### src/hdl/svl_pkg.sv
// Package for the sorted value list: widths, operation and status codes,
// sequencer states and the result record.
// No dependencies.
package svl_pkg;

	localparam int CAPACITY_DEF = 32;
	localparam int DATA_W       = 32;
	localparam int POS_W        = 5;
	localparam int STATUS_W     = 3;
	localparam int OPCODE_W     = 2;

	// Operation codes carried on the input stream
	typedef enum logic [OPCODE_W-1:0] {
		OP_INSERT = 2'd0,
		OP_DELETE = 2'd1,
		OP_LIST   = 2'd2
	} op_t;

	// Result status codes
	typedef enum logic [STATUS_W-1:0] {
		ST_ADDED    = 3'd0,
		ST_FULL     = 3'd1,
		ST_REMOVED  = 3'd2,
		ST_NOTFOUND = 3'd3,
		ST_EMPTY    = 3'd4,
		ST_LISTED   = 3'd5
	} status_t;

	// Sequencer states
	typedef enum logic [2:0] {
		S_IDLE,
		S_INS,
		S_INS_LAST,
		S_DEL_SCAN,
		S_DEL_SHIFT,
		S_LIST,
		S_RESP
	} state_t;

	// One result item
	typedef struct packed {
		status_t              status;
		logic [DATA_W-1:0]    value;
		logic [POS_W-1:0]     position;
		logic                 last;
	} res_t;

endpackage

### src/hdl/sorted_value_list.sv
// Top level of the sorted value list: stream ports, output register,
// sequencer and entry memory.
// Depends on svl_pkg, svl_mem and svl_seq.
//
//  channel | dir | handshake         | payload
//  --------+-----+-------------------+--------------------------------------
//  s_*     | in  | s_tvalid/s_tready | tdata: opcode, value
//  m_*     | out | m_tvalid/m_tready | tdata: entry_value, position;
//          |     |                   | tuser: status; tlast: last
//
// Insert walks down from the top, shifting entries up; delete scans up
// to the match, then shifts the entries above it down; list reads each
// entry in turn, with at most one memory read and one write per cycle.
// Reset empties the list at once; the memory needs no clearing.
// A stalled output holds one result in the output register and then
// stalls the sequencer; no input is taken until an item is finished.
module sorted_value_list #(
	parameter int CAPACITY = svl_pkg::CAPACITY_DEF
) (
	input  logic        clk,
	input  logic        arst_n,
	input  logic        s_tvalid,
	output logic        s_tready,
	input  logic [39:0] s_tdata,   // [1:0] opcode, [33:2] value, [39:34] zero
	output logic        m_tvalid,
	input  logic        m_tready,
	output logic [39:0] m_tdata,   // [31:0] entry_value, [36:32] position, [39:37] zero
	output logic [2:0]  m_tuser,   // [2:0] status
	output logic        m_tlast
);
	import svl_pkg::*;

	localparam int AW = (CAPACITY > 1) ? $clog2(CAPACITY) : 1;
	localparam int CW = $clog2(CAPACITY + 1);

	logic              res_valid;
	logic              res_ready;
	res_t              res;
	logic              rd_en;
	logic [AW-1:0]     rd_addr;
	logic [DATA_W-1:0] rd_data;
	logic              wr_en;
	logic [AW-1:0]     wr_addr;
	logic [DATA_W-1:0] wr_data;

	logic              out_valid_q;
	res_t              out_q;

	svl_seq #(
		.CAPACITY (CAPACITY),
		.AW       (AW),
		.CW       (CW)
	) u_seq (
		.clk       (clk),
		.arst_n    (arst_n),
		.in_valid  (s_tvalid),
		.in_ready  (s_tready),
		.in_op     (op_t'(s_tdata[1:0])),
		.in_value  (s_tdata[33:2]),
		.res_valid (res_valid),
		.res_ready (res_ready),
		.res       (res),
		.rd_en     (rd_en),
		.rd_addr   (rd_addr),
		.rd_data   (rd_data),
		.wr_en     (wr_en),
		.wr_addr   (wr_addr),
		.wr_data   (wr_data)
	);

	svl_mem #(
		.DEPTH (CAPACITY),
		.AW    (AW)
	) u_mem (
		.clk     (clk),
		.rd_en   (rd_en),
		.rd_addr (rd_addr),
		.rd_data (rd_data),
		.wr_en   (wr_en),
		.wr_addr (wr_addr),
		.wr_data (wr_data)
	);

	// output register: takes a result whenever empty or being drained
	assign res_ready = !out_valid_q || m_tready;

	always_ff @(posedge clk or negedge arst_n) begin
		if (!arst_n) begin
			out_valid_q <= 1'b0;
		end else if (res_ready) begin
			out_valid_q <= res_valid;
		end
	end

	always_ff @(posedge clk) begin
		if (res_ready && res_valid) begin
			out_q <= res;
		end
	end

	assign m_tvalid = out_valid_q;
	assign m_tdata  = {3'b000, out_q.position, out_q.value};
	assign m_tuser  = out_q.status;
	assign m_tlast  = out_q.last;

endmodule

### src/hdl/svl_mem.sv
// Entry storage for the sorted value list: one write port, one read port
// with registered read data that holds while the read is not enabled.
// Depends on svl_pkg.
module svl_mem #(
	parameter int DEPTH = svl_pkg::CAPACITY_DEF,
	parameter int AW    = $clog2(DEPTH)
) (
	input  logic                       clk,
	input  logic                       rd_en,
	input  logic [AW-1:0]              rd_addr,
	output logic [svl_pkg::DATA_W-1:0] rd_data,
	input  logic                       wr_en,
	input  logic [AW-1:0]              wr_addr,
	input  logic [svl_pkg::DATA_W-1:0] wr_data
);
	import svl_pkg::*;

	logic [DATA_W-1:0] mem_q [DEPTH];
	logic [DATA_W-1:0] rd_data_q;

	// write port
	always_ff @(posedge clk) begin
		if (wr_en) begin
			mem_q[wr_addr] <= wr_data;
		end
	end

	// read port, data registered
	always_ff @(posedge clk) begin
		if (rd_en) begin
			rd_data_q <= mem_q[rd_addr];
		end
	end

	assign rd_data = rd_data_q;

endmodule

### src/hdl/svl_seq.sv
// Sequencer for the sorted value list: walks the entry memory one entry
// per cycle, pausing while a listed result stalls, through a single compare unit to insert, delete and list.
// Depends on svl_pkg; drives svl_mem.
module svl_seq #(
	parameter int CAPACITY = svl_pkg::CAPACITY_DEF,
	parameter int AW       = $clog2(CAPACITY),
	parameter int CW       = $clog2(CAPACITY + 1)
) (
	input  logic                       clk,
	input  logic                       arst_n,
	// command side
	input  logic                       in_valid,
	output logic                       in_ready,
	input  svl_pkg::op_t               in_op,
	input  logic [svl_pkg::DATA_W-1:0] in_value,
	// result side
	output logic                       res_valid,
	input  logic                       res_ready,
	output svl_pkg::res_t              res,
	// memory side
	output logic                       rd_en,
	output logic [AW-1:0]              rd_addr,
	input  logic [svl_pkg::DATA_W-1:0] rd_data,
	output logic                       wr_en,
	output logic [AW-1:0]              wr_addr,
	output logic [svl_pkg::DATA_W-1:0] wr_data
);
	import svl_pkg::*;

	state_t            state_q, state_d;
	logic [CW-1:0]     cnt_q, cnt_d;
	logic [AW-1:0]     idx_q, idx_d;
	logic [AW-1:0]     p_q, p_d;
	logic [DATA_W-1:0] val_q, val_d;
	res_t              res_q, res_d;

	logic              at_last;
	logic              rd_less;
	logic              rd_equal;

	// low bits of an index as a result position
	function automatic logic [POS_W-1:0] to_pos(input logic [AW-1:0] i);
		logic [AW+POS_W-1:0] w;
		w = {{POS_W{1'b0}}, i};
		return w[POS_W-1:0];
	endfunction

	// shared compare unit on the word just read
	assign rd_less  = $signed(rd_data) < $signed(val_q);
	assign rd_equal = rd_data == val_q;
	assign at_last  = CW'(idx_q) == (cnt_q - CW'(1));

	// control registers
	always_ff @(posedge clk or negedge arst_n) begin
		if (!arst_n) begin
			state_q <= S_IDLE;
			cnt_q   <= '0;
		end else begin
			state_q <= state_d;
			cnt_q   <= cnt_d;
		end
	end

	// working registers
	always_ff @(posedge clk) begin
		idx_q <= idx_d;
		p_q   <= p_d;
		val_q <= val_d;
		res_q <= res_d;
	end

	// next state and outputs
	always_comb begin
		state_d   = state_q;
		cnt_d     = cnt_q;
		idx_d     = idx_q;
		p_d       = p_q;
		val_d     = val_q;
		res_d     = res_q;
		in_ready  = 1'b0;
		res_valid = 1'b0;
		res       = res_q;
		rd_en     = 1'b0;
		rd_addr   = idx_q;
		wr_en     = 1'b0;
		wr_addr   = idx_q;
		wr_data   = val_q;

		unique case (state_q)
			S_IDLE: begin
				in_ready = 1'b1;
				if (in_valid) begin
					val_d = in_value;
					res_d = '{status: ST_EMPTY, value: in_value, position: '0, last: 1'b1};
					case (in_op)
						OP_INSERT: begin
							if (cnt_q == CW'(CAPACITY)) begin
								res_d.status = ST_FULL;
								state_d      = S_RESP;
							end else if (cnt_q == '0) begin
								wr_en        = 1'b1;
								wr_addr      = '0;
								wr_data      = in_value;
								cnt_d        = cnt_q + CW'(1);
								res_d.status = ST_ADDED;
								state_d      = S_RESP;
							end else begin
								// walk down from the top, shifting up as we go
								rd_en   = 1'b1;
								rd_addr = AW'(cnt_q - CW'(1));
								idx_d   = AW'(cnt_q);
								state_d = S_INS;
							end
						end
						OP_DELETE: begin
							if (cnt_q == '0) begin
								state_d = S_RESP;
							end else begin
								rd_en   = 1'b1;
								rd_addr = '0;
								idx_d   = '0;
								state_d = S_DEL_SCAN;
							end
						end
						OP_LIST: begin
							if (cnt_q == '0) begin
								res_d.value = '0;
								state_d     = S_RESP;
							end else begin
								rd_en   = 1'b1;
								rd_addr = '0;
								idx_d   = '0;
								state_d = S_LIST;
							end
						end
						default: begin
							// unused code: no result
							state_d = S_IDLE;
						end
					endcase
				end
			end

			// rd_data holds entry idx-1; slot idx is free
			S_INS: begin
				wr_en   = 1'b1;
				wr_addr = idx_q;
				if (!rd_less) begin
					wr_data = rd_data;
					if (idx_q == AW'(1)) begin
						idx_d   = '0;
						state_d = S_INS_LAST;
					end else begin
						rd_en   = 1'b1;
						rd_addr = idx_q - AW'(2);
						idx_d   = idx_q - AW'(1);
					end
				end else begin
					wr_data        = val_q;
					cnt_d          = cnt_q + CW'(1);
					res_d.status   = ST_ADDED;
					res_d.position = to_pos(idx_q);
					state_d        = S_RESP;
				end
			end

			// every entry was not smaller: value goes to the bottom
			S_INS_LAST: begin
				wr_en          = 1'b1;
				wr_addr        = '0;
				wr_data        = val_q;
				cnt_d          = cnt_q + CW'(1);
				res_d.status   = ST_ADDED;
				res_d.position = '0;
				state_d        = S_RESP;
			end

			// rd_data holds entry idx; look for the first one not smaller
			S_DEL_SCAN: begin
				if (rd_less) begin
					if (at_last) begin
						res_d.status = ST_NOTFOUND;
						state_d      = S_RESP;
					end else begin
						rd_en   = 1'b1;
						rd_addr = idx_q + AW'(1);
						idx_d   = idx_q + AW'(1);
					end
				end else if (rd_equal) begin
					p_d = idx_q;
					if (at_last) begin
						cnt_d          = cnt_q - CW'(1);
						res_d.status   = ST_REMOVED;
						res_d.position = to_pos(idx_q);
						state_d        = S_RESP;
					end else begin
						rd_en   = 1'b1;
						rd_addr = idx_q + AW'(1);
						idx_d   = idx_q + AW'(1);
						state_d = S_DEL_SHIFT;
					end
				end else begin
					res_d.status = ST_NOTFOUND;
					state_d      = S_RESP;
				end
			end

			// rd_data holds entry idx; move it down one slot
			S_DEL_SHIFT: begin
				wr_en   = 1'b1;
				wr_addr = idx_q - AW'(1);
				wr_data = rd_data;
				if (at_last) begin
					cnt_d          = cnt_q - CW'(1);
					res_d.status   = ST_REMOVED;
					res_d.position = to_pos(p_q);
					state_d        = S_RESP;
				end else begin
					rd_en   = 1'b1;
					rd_addr = idx_q + AW'(1);
					idx_d   = idx_q + AW'(1);
				end
			end

			// rd_data holds entry idx; read data holds while stalled
			S_LIST: begin
				res_valid = 1'b1;
				res       = '{status: ST_LISTED, value: rd_data,
					position: to_pos(idx_q), last: at_last};
				if (res_ready) begin
					if (at_last) begin
						state_d = S_IDLE;
					end else begin
						rd_en   = 1'b1;
						rd_addr = idx_q + AW'(1);
						idx_d   = idx_q + AW'(1);
					end
				end
			end

			S_RESP: begin
				res_valid = 1'b1;
				if (res_ready) begin
					state_d = S_IDLE;
				end
			end

			default: begin
				state_d = S_IDLE;
			end
		endcase
	end

endmodule

### config.mk
export PLATFORM = sky130hd
export DESIGN_NAME = sorted_value_list
export DESIGN_NICKNAME = d
export VERILOG_FILES = /design/src/hdl/svl_pkg.sv /design/src/hdl/sorted_value_list.sv /design/src/hdl/svl_mem.sv /design/src/hdl/svl_seq.sv
export SDC_FILE = /design/constraint.sdc
export NUM_CORES = 2
export LEC_CHECK = 0
export ABC_AREA = 0
export BUFFER_PORTS_ARGS = -buffer_cell sky130_fd_sc_hd__buf_2
export CAP_MARGIN = 20
export CORE_MARGIN = 1.5
export CORE_UTILIZATION = 40
export CTS_BUF_LIST = sky130_fd_sc_hd__clkbuf_8
export DETAILED_ROUTE_END_ITERATION = 6
export PLACE_DENSITY_LB_ADDON = 0.2
export SYNTH_ARGS = -nofsm -noshare
export SYNTH_HDL_FRONTEND = slang
export SYNTH_HIERARCHICAL = 1
export SYNTH_SLANG_ARGS = --single-unit
### constraint.sdc
create_clock -name clk -period 4.15 [get_ports clk]
set_clock_uncertainty 0.15 [all_clocks]
set_input_delay 0.415 -clock clk [delete_from_list [all_inputs] [get_ports clk]]
set_output_delay 0.415 -clock clk [all_outputs]
set_load 0.02 [all_outputs]
# Yosys cells after proc, flatten, opt, wreduce, memory -nomap -nowiden
# Memories as Yosys holds them, arrays and structs flattened. A register that Yosys moved wholly into a read port is not among the register bits.
# Index checks and enable logic that the tools add are counted.
dict set report totals {
  input_bits 44
  mem_count 1
  ff_bits 133
  mem_bits_rw 1024
  elab_cells 163
}
# memory words word_bits rd rd_clocked_by_memory_dff wr line
set memory_table {}
lappend memory_table {u_mem.mem_q 32 32 1 1 1 svl_mem.sv:18} ;# logic [DATA_W-1:0] mem_q [DEPTH];
dict set report op_classes {
  bitwise 1
  eq_ne 30
  muxes 94
  n_reduce_logical 18
  n_addsub 5
  n_lt_le_gt_ge 1
}
# operator n
set ops {}
lappend ops {{$mux 32} 7}
lappend ops {{$mux 5} 24}
lappend ops {{$pmux 32 s3} 1}
lappend ops {{$pmux 5 s5} 3}
lappend ops {{$mux 3} 19}
lappend ops {{$mux 6} 8}
lappend ops {{$mux 41} 1}
lappend ops {{$mux 38} 1}
lappend ops {{$eq 32x32->1} 1}
lappend ops {{$lt 32x32->1} 1}
lappend ops {{$pmux 6 s5} 1}
lappend ops {{$pmux 3 s7} 1}
lappend ops {{$pmux 5 s2} 2}
lappend ops {{$mux 1} 17}
lappend ops {{$pmux 3 s5} 1}
lappend ops {{$pmux 5 s3} 1}
lappend ops {{$ne 2x2->1 const B} 7}
lappend ops {{$ne 2x1->1 const B} 6}
lappend ops {{$reduce_bool 5->1} 2}
lappend ops {{$eq 3x3->1 const B} 3}
lappend ops {{$ne 3x3->1 const B} 3}
lappend ops {{$pmux 3 s3} 1}
lappend ops {{$reduce_and 8->1} 1}
lappend ops {{$reduce_and 7->1} 1}
lappend ops {{31 further kinds} 36}

# Depth between registers and ports, before layout
dict set report depth {
  depth_word 8
  ltp_mapped 19
  depth_no_buf 15
}

# Cells and area by module
# Netlist, hierarchy kept.
# mod cells_per_inst n_inst area_each_um2 seq_area_each_um2
set modules_own_cells {}
lappend modules_own_cells {svl_mem 2260 1 40812.9 31710.4}
lappend modules_own_cells {svl_seq 725 1 6947.9 2687.6}
lappend modules_own_cells {sorted_value_list 49 1 1311.3 1256.2}

# Worst setup path before layout
# No wires, ideal clock.
dict set report synth_path {
  path_type {reg2reg}
  from {register u_mem.rd_data_q[19], in the netlist u_mem/rd_data[19], read port of u_mem.mem_q}
  to {memory u_mem.mem_q[0][12], data pin}
  path_slack_ps -402
  path_stages_with_launch 10
  setup_time_ps 467
  n_path_buf 0
  arrival_time_ps 3935
  cell_sequence {edfxtp_1 > ha_1 > and2_1 > a221o_1 > a221o_1 > nor3_4 > nor3_2 > o21ai_2 > a221oi_1 > a211oi_1}
}
dict set report synth_via {
  elab_chain_cells 3
}
# element line
set synth_rtl {}
lappend synth_rtl {{start: declaration} svl_mem.sv:19} ;# logic [DATA_W-1:0] rd_data_q;
lappend synth_rtl {{$lt 32x32->1} svl_seq.sv:49} ;# assign rd_less = $signed(rd_data) < $signed(val_q);
lappend synth_rtl {{$mux 32} svl_seq.sv:148} ;# if (!rd_less) begin
lappend synth_rtl {{$pmux 32 s3} svl_seq.sv:89} ;# unique case (state_q)
lappend synth_rtl {{via wr_data[12]} sorted_value_list.sv:44} ;# logic [DATA_W-1:0] wr_data;
lappend synth_rtl {{end: declaration} svl_mem.sv:18}
# The timed path passes the listed nets, and every way through them passes these cells.

# Final worst setup path
dict set report layout_path {
  from {register u_mem.rd_data_q[16], in the netlist u_mem/rd_data[16], read port of u_mem.mem_q}
  to {register u_mem.rd_data_q[25], in the netlist u_mem/rd_data[25], read port of u_mem.mem_q, data pin}
}
dict set report layout_via {
  elab_chain_cells 4
  word_cells_on_any_way 10
  cone_classes {order compare: 1; eq/ne: 1; mux: 8}
}
# element line
set layout_rtl {}
lappend layout_rtl {{branches (longest 3 deep; another with $lt 32x32->1)} --}
lappend layout_rtl {{$pmux 5 s5 *} svl_seq.sv:89}
lappend layout_rtl {{via rd_addr[2]} sorted_value_list.sv:40} ;# logic [AW-1:0] rd_addr;
# Mark *: on every way through the listed nets, which the timed path passes.
# A chain may end at the register's enable or synchronous reset.

==> results.ini <==
[setup_path]
crit_path_max_fanout = 8
end_kind = flip-flop
worstPathBufferInverterCount = 4
worstPathArrival_ns = 5.35
cpPeakStageDelay_ns = 0.53
path_class = reg2reg
path_cells = ha_2 > a21o_1 > a221o_1 > a221oi_2 > a21boi_2 > o31ai_4 > buf_6 > nand3_2 > a32oi_2 > o2111ai_2 > buf_6 > nor2_4 > buf_12 > buf_4 > a22o_1 > nor3_1 > a31oi_2 > nand3_2
slowest_stage = edfxtp_1
worstPathRequired_ns = 4.58
reg2reg_slack_ns = -0.77
path_delay_family = compound AO/OA/AOI/OAI gates
critPathLaunchType = flip-flop

[place]
dp_hpwl_um = 89400
placed_area_mm2 = 0.0562
finalWeightedCongestion = 0.889
dp.cells = 5029
io_buffers = 80

[sta]
setup_ws_ns = -0.768
fmax_ghz = 0.203
slew_headroom_pct = 28.9
fin_crit_sh_pct = 119
finalHoldViolations = 0
setup_viol = 32
drv_slew = 0
period_minus_slack_ns = 4.92
rsz0062_at_grt = yes
holdWs_ns = 0.126
worst_pin_slew_ns = 1.07

[clock_network]
clockBufferDepth = 3
cts_sinks = 1189
cts_made_buffers = 193
clkTransAtPathRegs_ns = 0.06
clkLatencyLatePin_ns = 0.90
cts_tree = done
htree_num_levels = 4
cts-root-buf = clkbuf_8

[drt]
dr.pass1.iters = 5
vias = 30200
drc_errors = 0
drt_iter0_drc = 2660
routed_wl_um = 144000
routed_via_density = 5.47
wl_per_cell_um = 26.1
antenna_left = 0

[synthesis]
synth_area_leaders = edfxtp_1, mux2i_1, a22o_1
synthFlopType = edfxtp_1
yosysWarnings = 6
syn_area_mm2 = 0.0491
synth-edff-count = 1179
syn_inst = 3034
ys_ff_latch = 1189
synth_top_area_share_pct = 72.1
yosys.cell_types.count = 78
async_reset_ff_share_pct = 0.841
seq_area_frac_synth_pct = 72.7
syn_avg_cell_area_um2 = 16.2
yosysTopAreaCell = edfxtp_1

[outcome]
violations = negative setup slack
status = finished, violations left

[layout]
utilization_pct = 50.7
nets = 3815
drive_gt1_share_pct = 26.8
stdcell_area_mm2 = 0.0617
layout.cells.non_filler = 5513
areaGrowthSynthToFinish_pct = 25.8

[global_routing]
grt_pass1_wl_um = 207000
grt_pass1_vias = 30400
grt_max_degree = 65
grt_usage_pct = 22.8
grt_antenna_before_repair = 3
overflow = 0

[floorplan]
die_h_um = 353
rows = 128
die_area_mm2 = 0.125
die_x_um = 353
core_area_mm2 = 0.122
start_util_pct = 40.3
ios = 90

[min_path]
hold_path_class = in2reg

[job]
cap_violations = 0

## routing by layer
layer | track usage, % | wire [um] | vias up
li1 | - | - | 13400
met1 | 31.2 | 61500 | 15400
met2 | 37.1 | 68900 | 1180
met3 | 3.97 | 9820 | 232
met4 | 6.85 | 3450 | 0
met5 | 0 | 0 | -
## layout make-up
class / instances / area (um^2)
Fill cell: 10100 / 60000
Tap cell: 1625 / 2030
Clock buffer: 200 / 2750
Timing Repair Buffer: 669 / 7330
Sequential cell: 1189 / 35700
Antenna cell: 2 / 5.00
Inverter: 47 / 176
Clock inverter: 154 / 803
Multi-Input combinational cell: 1627 / 13000
## cells in the final DEF (no fill, tap or decap), types with 14 or more instances in the layout
master | synthesis | routed
a21o_1 | 27 | 27
a21oi_1 | 131 | 128
a22o_1 | 86 | 86
a22oi_1 | 100 | 97
a31oi_1 | 40 | 32
and2_1 | 38 | 36
buf_12 | 0 | 149
buf_2 | 36 | 80
buf_4 | 37 | 343
buf_6 | 18 | 30
clkbuf_8 | 0 | 200
clkinv_1 | 2 | 59
clkinv_2 | 0 | 25
dlygate4sd3_1 | 0 | 38
edfxtp_1 | 1179 | 1179
ha_1 | 44 | 41
inv_1 | 45 | 101
mux2_2 | 33 | 33
mux2i_1 | 514 | 502
nand2_1 | 154 | 151
nand3_1 | 119 | 108
nor2_1 | 73 | 38
nor2_4 | 0 | 34
nor3_1 | 43 | 32
o21ai_0 | 53 | 52
xnor2_1 | 14 | 14
## through the flow
| step | setup slack (ns) | TNS (ns) |
|---|---|---|
| floorplan | -0.391 | -73.24 |
| global placement | -1.27 | -26.93 |
| detailed placement | -1.29 | -28.67 |
| CTS | -0.722 | -19.12 |
| global route | -0.825 | -23.98 |
| finish | -0.768 | -20.71 |
## what timing repair did
item                                    in CTS  in global routing
setup buffers                               44                 39
resized for setup                           84                 61
hold endpoints to repair                   394                  0
endpoints found under the setup margin     112                206
gates cloned                                 4                  4
hold buffers                                38                  0
pin swaps                                   21                 12
## registers in the layout, summed over array words and instances, names as in the netlist, 5 cells and up
register / cells
u_seq/cnt_q: 6
u_seq/res_q: 40
m_tdata: 37
u_seq/val_q: 32
u_mem/rd_data: 32
u_mem/mem_q: 1024
u_seq/p_q: 5
u_seq/idx_q: 5
## Yosys cell counts (all sizes together), types with 4 or more instances
| master | number |
|---|---|
| edfxtp | 1179 |
| mux2i | 514 |
| nand2 | 154 |
| a21oi | 131 |
| nand3 | 119 |
| buf | 101 |
| a22oi | 100 |
| a22o | 86 |
| nor2 | 73 |
| clkbuf | 72 |
| o21ai | 56 |
| inv | 45 |
| nor3 | 45 |
| ha | 44 |
| and2 | 42 |
| a31oi | 40 |
| mux2 | 33 |
| a21o | 27 |
| nand2b | 14 |
| xnor2 | 14 |
| a221oi | 12 |
| nand4 | 11 |
| dfrtp | 10 |
| nor2b | 10 |
| a211oi | 8 |
| nand3b | 7 |
| or3 | 7 |
| o211ai | 6 |
| o31ai | 6 |
| a221o | 5 |
| a32oi | 5 |
| and3 | 5 |
| nor4 | 5 |
| xor2 | 5 |
| o221ai | 4 |
| or2 | 4 |
## final timing paths
check / to / cells past startpoint / startpoint
max in group asynchronous: u_seq/cnt_q[0] / 3 / arst_n
max reg2reg: u_mem/rd_data[25] / 18 / u_mem/rd_data[16]
min: u_seq/val_q[3] / 2 / s_tdata[5]
min in group asynchronous: u_seq/state_q[1] / 3 / arst_n
min reg2reg: u_seq/res_q[3] / 2 / u_seq/p_q[2]
max: u_mem/rd_data[25] / 18 / u_mem/rd_data[16]
## logic make-up (layout without fill, tap and decap cells)
logic type | after synthesis | in the layout | share of synthesized area [%]
other cells | 1 | 5 | 0.00764
xor+xnor | 19 | 19 | 0.339
flops | 1189 | 1189 | 72.7
simple gates | 506 | 506 | 5.10
mux | 547 | 547 | 11.2
compound gates | 508 | 508 | 7.18
fa+ha+maj | 44 | 44 | 1.12
buf+inv | 220 | 1070 | 2.35
Power is left out: the tool's default activity adds up to more than one toggle a clock period on the data nets, which glitch-free logic cannot reach.
